[config.mk]
export PLATFORM = sky130hd
export DESIGN_NAME = ghbp_ctrl
export DESIGN_NICKNAME = d
export VERILOG_FILES = /design/src/ghbp_pkg.sv /design/src/ghbp_ctrl.sv
export SDC_FILE = /design/constraint.sdc
export NUM_CORES = 1
export LEC_CHECK = 0
export BUFFER_PORTS_ARGS = -buffer_cell sky130_fd_sc_hd__buf_2
export CAP_MARGIN = 10
export CORE_AREA = 2 2 39 41
export CTS_CLUSTER_DIAMETER = 150
export DETAILED_ROUTE_END_ITERATION = 16
export DIE_AREA = 0 0 41 43
export HOLD_SLACK_MARGIN = 0.03
export PLACE_DENSITY = 0.62
export SYNTH_ARGS = -nofsm -noshare
export SYNTH_HDL_FRONTEND = slang
export SYNTH_SLANG_ARGS = --single-unit
[constraint.sdc]
create_clock -name clk_i -period 1.7 [get_ports clk_i]
set_input_delay 0.34 -clock clk_i [delete_from_list [all_inputs] [get_ports clk_i]]
set_output_delay 0.34 -clock clk_i [all_outputs]
set_load 0.1 [all_outputs]
[src/ghbp_pkg.sv]
`timescale 1ns / 1ps
// ----------------------------------------------------------------------------
// ghbp_pkg
// Shared types for the PC/DC global history buffer prefetcher.
// ----------------------------------------------------------------------------
package ghbp_pkg;

  typedef enum logic [3:0] {
    ST_IDLE,
    ST_SEARCH,
    ST_SEARCH_WAIT,
    ST_HEAD_RD,
    ST_HEAD_WAIT,
    ST_APPEND,
    ST_WALK_RD,
    ST_WALK_WAIT,
    ST_PRED_RD,
    ST_PRED_WAIT,
    ST_DONE,
    ST_OUT
  } ghbp_state_e;

  typedef struct packed {
    logic capture;     // latch request
    logic tag_rd;      // read tag at search index
    logic search_adv;  // advance search index
    logic head_rd;     // read chain head of hit slot
    logic append;      // write index + history
    logic walk_rd;     // read link/address at cur
    logic walk_take;   // capture cur record
    logic pred_rd;     // read predecessor address
    logic pred_take;   // form delta, step
    logic finish;      // form result
  } ghbp_cmd_t;

  typedef struct packed {
    logic search_hit;
    logic search_last;
    logic link_ok;
    logic walk_done;
  } ghbp_sts_t;

endpackage

[src/ghbp_ctrl.sv]
`timescale 1ns / 1ps
// ----------------------------------------------------------------------------
// ghbp_ctrl
// Sequencer: tag search, append, chain walk, result hand-off.
// ----------------------------------------------------------------------------
module ghbp_ctrl
  import ghbp_pkg::*;
(
  input  logic      clk_i,
  input  logic      rst_ni,
  input  logic      in_valid_i,
  output logic      in_ready_o,
  output logic      out_valid_o,
  input  logic      out_ready_i,
  input  ghbp_sts_t sts_i,
  output ghbp_cmd_t cmd_o
);
  ghbp_state_e state_q, state_d;

  always_ff @(posedge clk_i or negedge rst_ni) begin
    if (!rst_ni) begin
      state_q <= ST_IDLE;
    end else begin
      state_q <= state_d;
    end
  end

  always_comb begin
    state_d = state_q;
    case (state_q)
      ST_IDLE:        if (in_valid_i) state_d = ST_SEARCH;
      ST_SEARCH:      state_d = ST_SEARCH_WAIT;
      ST_SEARCH_WAIT: begin
        if (sts_i.search_hit) state_d = ST_HEAD_RD;
        else if (sts_i.search_last) state_d = ST_APPEND;
        else state_d = ST_SEARCH;
      end
      ST_HEAD_RD:     state_d = ST_HEAD_WAIT;
      ST_HEAD_WAIT:   state_d = ST_APPEND;
      ST_APPEND:      state_d = ST_WALK_RD;
      ST_WALK_RD:     state_d = ST_WALK_WAIT;
      ST_WALK_WAIT:   state_d = sts_i.link_ok ? ST_PRED_RD : ST_DONE;
      ST_PRED_RD:     state_d = ST_PRED_WAIT;
      ST_PRED_WAIT:   state_d = sts_i.walk_done ? ST_DONE : ST_WALK_RD;
      ST_DONE:        state_d = ST_OUT;
      ST_OUT:         if (out_ready_i) state_d = ST_IDLE;
      default:        state_d = ST_IDLE;
    endcase
  end

  always_comb begin
    cmd_o       = '0;
    in_ready_o  = 1'b0;
    out_valid_o = 1'b0;
    case (state_q)
      ST_IDLE: begin
        in_ready_o    = 1'b1;
        cmd_o.capture = in_valid_i;
      end
      ST_SEARCH:      cmd_o.tag_rd = 1'b1;
      ST_SEARCH_WAIT: cmd_o.search_adv = 1'b1;
      ST_HEAD_RD:     cmd_o.head_rd = 1'b1;
      ST_APPEND:      cmd_o.append = 1'b1;
      ST_WALK_RD:     cmd_o.walk_rd = 1'b1;
      ST_WALK_WAIT:   cmd_o.walk_take = 1'b1;
      ST_PRED_RD:     cmd_o.pred_rd = 1'b1;
      ST_PRED_WAIT:   cmd_o.pred_take = 1'b1;
      ST_DONE:        cmd_o.finish = 1'b1;
      ST_OUT:         out_valid_o = 1'b1;
      default:        cmd_o = '0;
    endcase
  end

  assert property (@(posedge clk_i) disable iff (!rst_ni)
    (state_q == ST_OUT && !out_ready_i) |=> state_q == ST_OUT)
    else $error("result dropped while stalled");
  assert property (@(posedge clk_i) disable iff (!rst_ni)
    cmd_o.append |=> state_q == ST_WALK_RD)
    else $error("append not followed by walk");
  assert property (@(posedge clk_i) disable iff (!rst_ni)
    !(in_ready_o && out_valid_o))
    else $error("accepting while result pending");
endmodule

Word-level counts from Yosys, hierarchy flattened
Cells that the tools add are included.
- logic and storage cells: 35
- register bits after elaboration: 4
- muxes and demuxes: 19
- equal/unequal tests: 13
- reduce and logical (&&, ||, !) cells: 2
- operator list (operator ; count):
    one-hot mux 4 bit (12 select lines) ; 1
    == test 4 x 3 -> 1 bit (second input constant) ; 4
    == test 4 bit (second input constant) ; 4
    2-to-1 mux 1 bit ; 12
    2-to-1 mux 4 bit ; 3
    == test 4 x 2 -> 1 bit (second input constant) ; 2
    2-to-1 mux 3 bit ; 2
    == test 4 x 1 -> 1 bit (second input constant) ; 1
    zero test 4 bit ; 1
    inequality test 2 bit (second input constant) ; 2
    2-to-1 mux 2 bit ; 1
    AND reduction 2 bit ; 1

Longest topological paths before layout
- depth in word-level cells: 3
- depth in mapped cells: 5
- depth with buffers taken out: 3

Worst setup path before layout
Ideal clock, no wire load.
- kind: register to output
- start: reg state_q[2]
- end: out cmd_o[2] (netlist name)
- cell stages (with the launch flop): 3
- data arrival time: 2690 ps
- path slack: -1330 ps
- cell sequence: dfrtp_1 nand2b_1 nor3_1
- RTL lines (element ; RTL line ; source):
    start: declaration ; ghbp_ctrl.sv:18 ; ghbp_state_e state_q, state_d;
    start signal: assignment ; ghbp_ctrl.sv:24 ; state_q <= state_d;
    end: declaration ; ghbp_ctrl.sv:16 ; output ghbp_cmd_t cmd_o

==> flow_summary_export.csv <==
group,metric,value,unit
clocking,cts-root-buf,"clkbuf_4",
placement,placed_cells,84,
timing,drv_slew,0,
synth,yosys_warnings,0,
final_layout,final_cells,93,
synth,seq_area_frac_synth,29.2,%
timing,rsz0062_at_grt,"yes",
final_layout,multi_input_area,272,sq um
setup_path,crit_buf_inv,1,
route,drc,0,
setup_path,crit_chain,"or2_4 -> nor3_4 -> and2_4 -> buf_12",
synth,yosys_register_bits,4,
timing,finalCriticalPeriod,1.70,ns
global_route,grt_pass1_wl,1880,um
status,violations,"setup timing",
synth,synthMuxAreaShare,2.92,%
global_route,grt_antenna_before_repair,0,
route,firstDrtPassIters,4,
timing,max_freq,587,MHz
final_layout,reg_top3,"state_q (4)",
final_layout,antenna_cells,0,
timing,hold_violations,0,
synth,postSynthNetCount,53,
timing,clock_skew,0.000255,ns
timing,tightestPinTransition,0.342,ns
global_route,grtUsageTotal,15.8,%
setup_path,endpoint_kind,"primary output",
route,drt_iter0_markers,9,
die,core,1380,sq um
flow_run,maxCapViolCount,0,
route,wl_per_cell,13.1,um
clocking,clk_path_buf_depth,2,
clocking,cts.htree.levels,1,
status,status,"finished with violations",
route,drtAntennaViolNets,0,
global_route,grt_max_degree,8,
route,finalWirelength,1220,um
setup_path,cpMaxStageDelayCell,"dfrtp_1",
setup_path,ff2ff_setup_slack,0.43,ns
synth,synth_top_family_by_area,"simple AND/OR/NAND/NOR gates",
synth,synth.distinct_cells,22,
worst_hold_path,hold_path.class,"in2reg",
final_layout,stdcell_area,811,sq um
synth,yosysTopAreaCellShare,29.2,%
die,num_rows,14,
setup_path,cp.arrival,1.36,ns
final_layout,largest_register,"state_q",
route,viasPerCell,5.02,
timing,setup_tns,-0.00409,ns
timing,fin_crit_sh,100,%
clocking,cts.sinks,4,
placement,hpwl,920,um
die,die_y,43,um
final_layout,largest_reg_flops,4,
clocking,cts_buffers,3,
synth,yosys.area_share.simple,31.4,%
timing,layout_setup_ws,-0.00409,ns
final_layout,syn2layout_area_growth,136,%
die,dieArea,1760,sq um
clocking,clkTransAtPathRegs,0.04,ns
global_route,overflow,0,
final_layout,mostFrequentLayoutCells,"buf_4, buf_12, buf_2, nor2_4",
timing,slew_headroom,77.2,%
synth,netlist_area,343,sq um
setup_path,worst-path-max-fanout,5,
clocking,cts_tree,"yes",
synth,yosys.area.top_type,"dfrtp_1",
synth,synth-compound-area-share,23.7,%
synth,synth-xor-area-share,0,%
placement,place.gp.congestion,0.921,
synth,netlist_instances,45,
final_layout,final_nets,87,
final_layout,layout-drive-gt1-share,67.5,%
final_layout,final-seq-area,103,sq um
synth,synth_fa_ha_area_share,0,%
setup_path,required,1.36,ns
global_route,first_global_vias,446,
setup_path,worstSetupPathType,"reg2out",
timing,setup_viol,1,
setup_path,slowest_delay,0.37,ns
die,die_x,41,um
die,floorplan.initialDensity,24.8,%
clocking,clkLatencyLatePin,0.23,ns
final_layout,layout_commonest_cell,"buf_4",
timing,hold_slack,0.404,ns
setup_path,start_kind,"flip-flop",
synth,synth.avg_cell_area,7.62,sq um
placement,numPortBuffers,19,
placement,placed_cell_area,718,sq um
synth,synth.area.top_cells,"dfrtp_1, nor2_1, nand2b_1",
die,ios,20,
route,vias,467,
setup_path,cp_top_family,"simple AND/OR/NAND/NOR gates",
final_layout,fill_cells,125,
==> worst reg2reg max path, cell delays in order, from the launching register on <==
cell	delay, ns
dfrtp_2	0.43
buf_4	0.15
nand2_1	0.08
buf_4	0.14
o21ai_0	0.08
o32ai_1	0.28
==> cells by family (layout without fill, tap and decap cells) <==
group           Yosys count  in the layout
compound gates           12             12
buf+inv                   7             39
flops                     4              4
mux                       1              1
simple gates             21             21
==> metrics by stage <==
step | util, % | worst slack, ns
after global placement | 51.9 | 0.157
after global routing | 58.6 | -0.0648
final | 58.6 | -0.00409
after floorplan | - | -0.751
after CTS | 56.9 | -0.0240
after detailed placement | 51.9 | 0.116
==> cells in the mapped netlist <==
master	count
nor2_1	10
dfrtp_1	4
nand2b_1	4
inv_1	3
nand2_1	3
a21oi_1	2
buf_6	2
o21ai_1	2
o22ai_1	2
a222oi_1	1
a22oi_1	1
a2bb2oi_1	1
and2_1	1
buf_2	1
clkbuf_2	1
mux2i_1	1
nor3_1	1
nor3_4	1
o21ai_0	1
o22a_1	1
o32ai_1	1
or2_1	1
==> worst paths after layout <==
check / depth (start not counted) / end / start
hold reg to reg: 2 / state_q[0] / state_q[3]
setup reg to reg: 5 / state_q[2] / state_q[1]
max in group asynchronous: 2 / state_q[0] / rst_ni
min in group asynchronous: 2 / state_q[2] / rst_ni
setup / recovery: 4 / cmd_o[9] / state_q[3]
hold / removal: 3 / state_q[1] / sts_i[1]
==> timing repair <==
action | 4_1_cts | 5_1_grt
hold endpoints to repair | 4 | 0
gates resized for setup | 8 | 1
buffers inserted | 2 | 3
pin swaps | 3 | 2
hold buffers | 1 | 0
endpoints found under the setup margin | 10 | 8
==> final cells by class <==
class	instances	share of cell area [%]
multi-input cells	34	33.5
repair buffers	33	47.2
well taps	16	2.47
inverters	3	1.39
flip-flops and latches	4	12.7
clock buffers	3	2.78
==> layer usage <==
layer  vias to the layer above  global-route usage [%]  share of wire [%]
li1                        219                       -                  -
met1                       224                    21.4                 40
met2                        24                    22.5                 52
met3                         0                    8.38                8.6
met4                         0                    2.00                  0
met5                         -                       0                  0
Power is left out: the tool's default activity adds up to more than one toggle a clock period on the data nets, which glitch-free logic cannot reach.
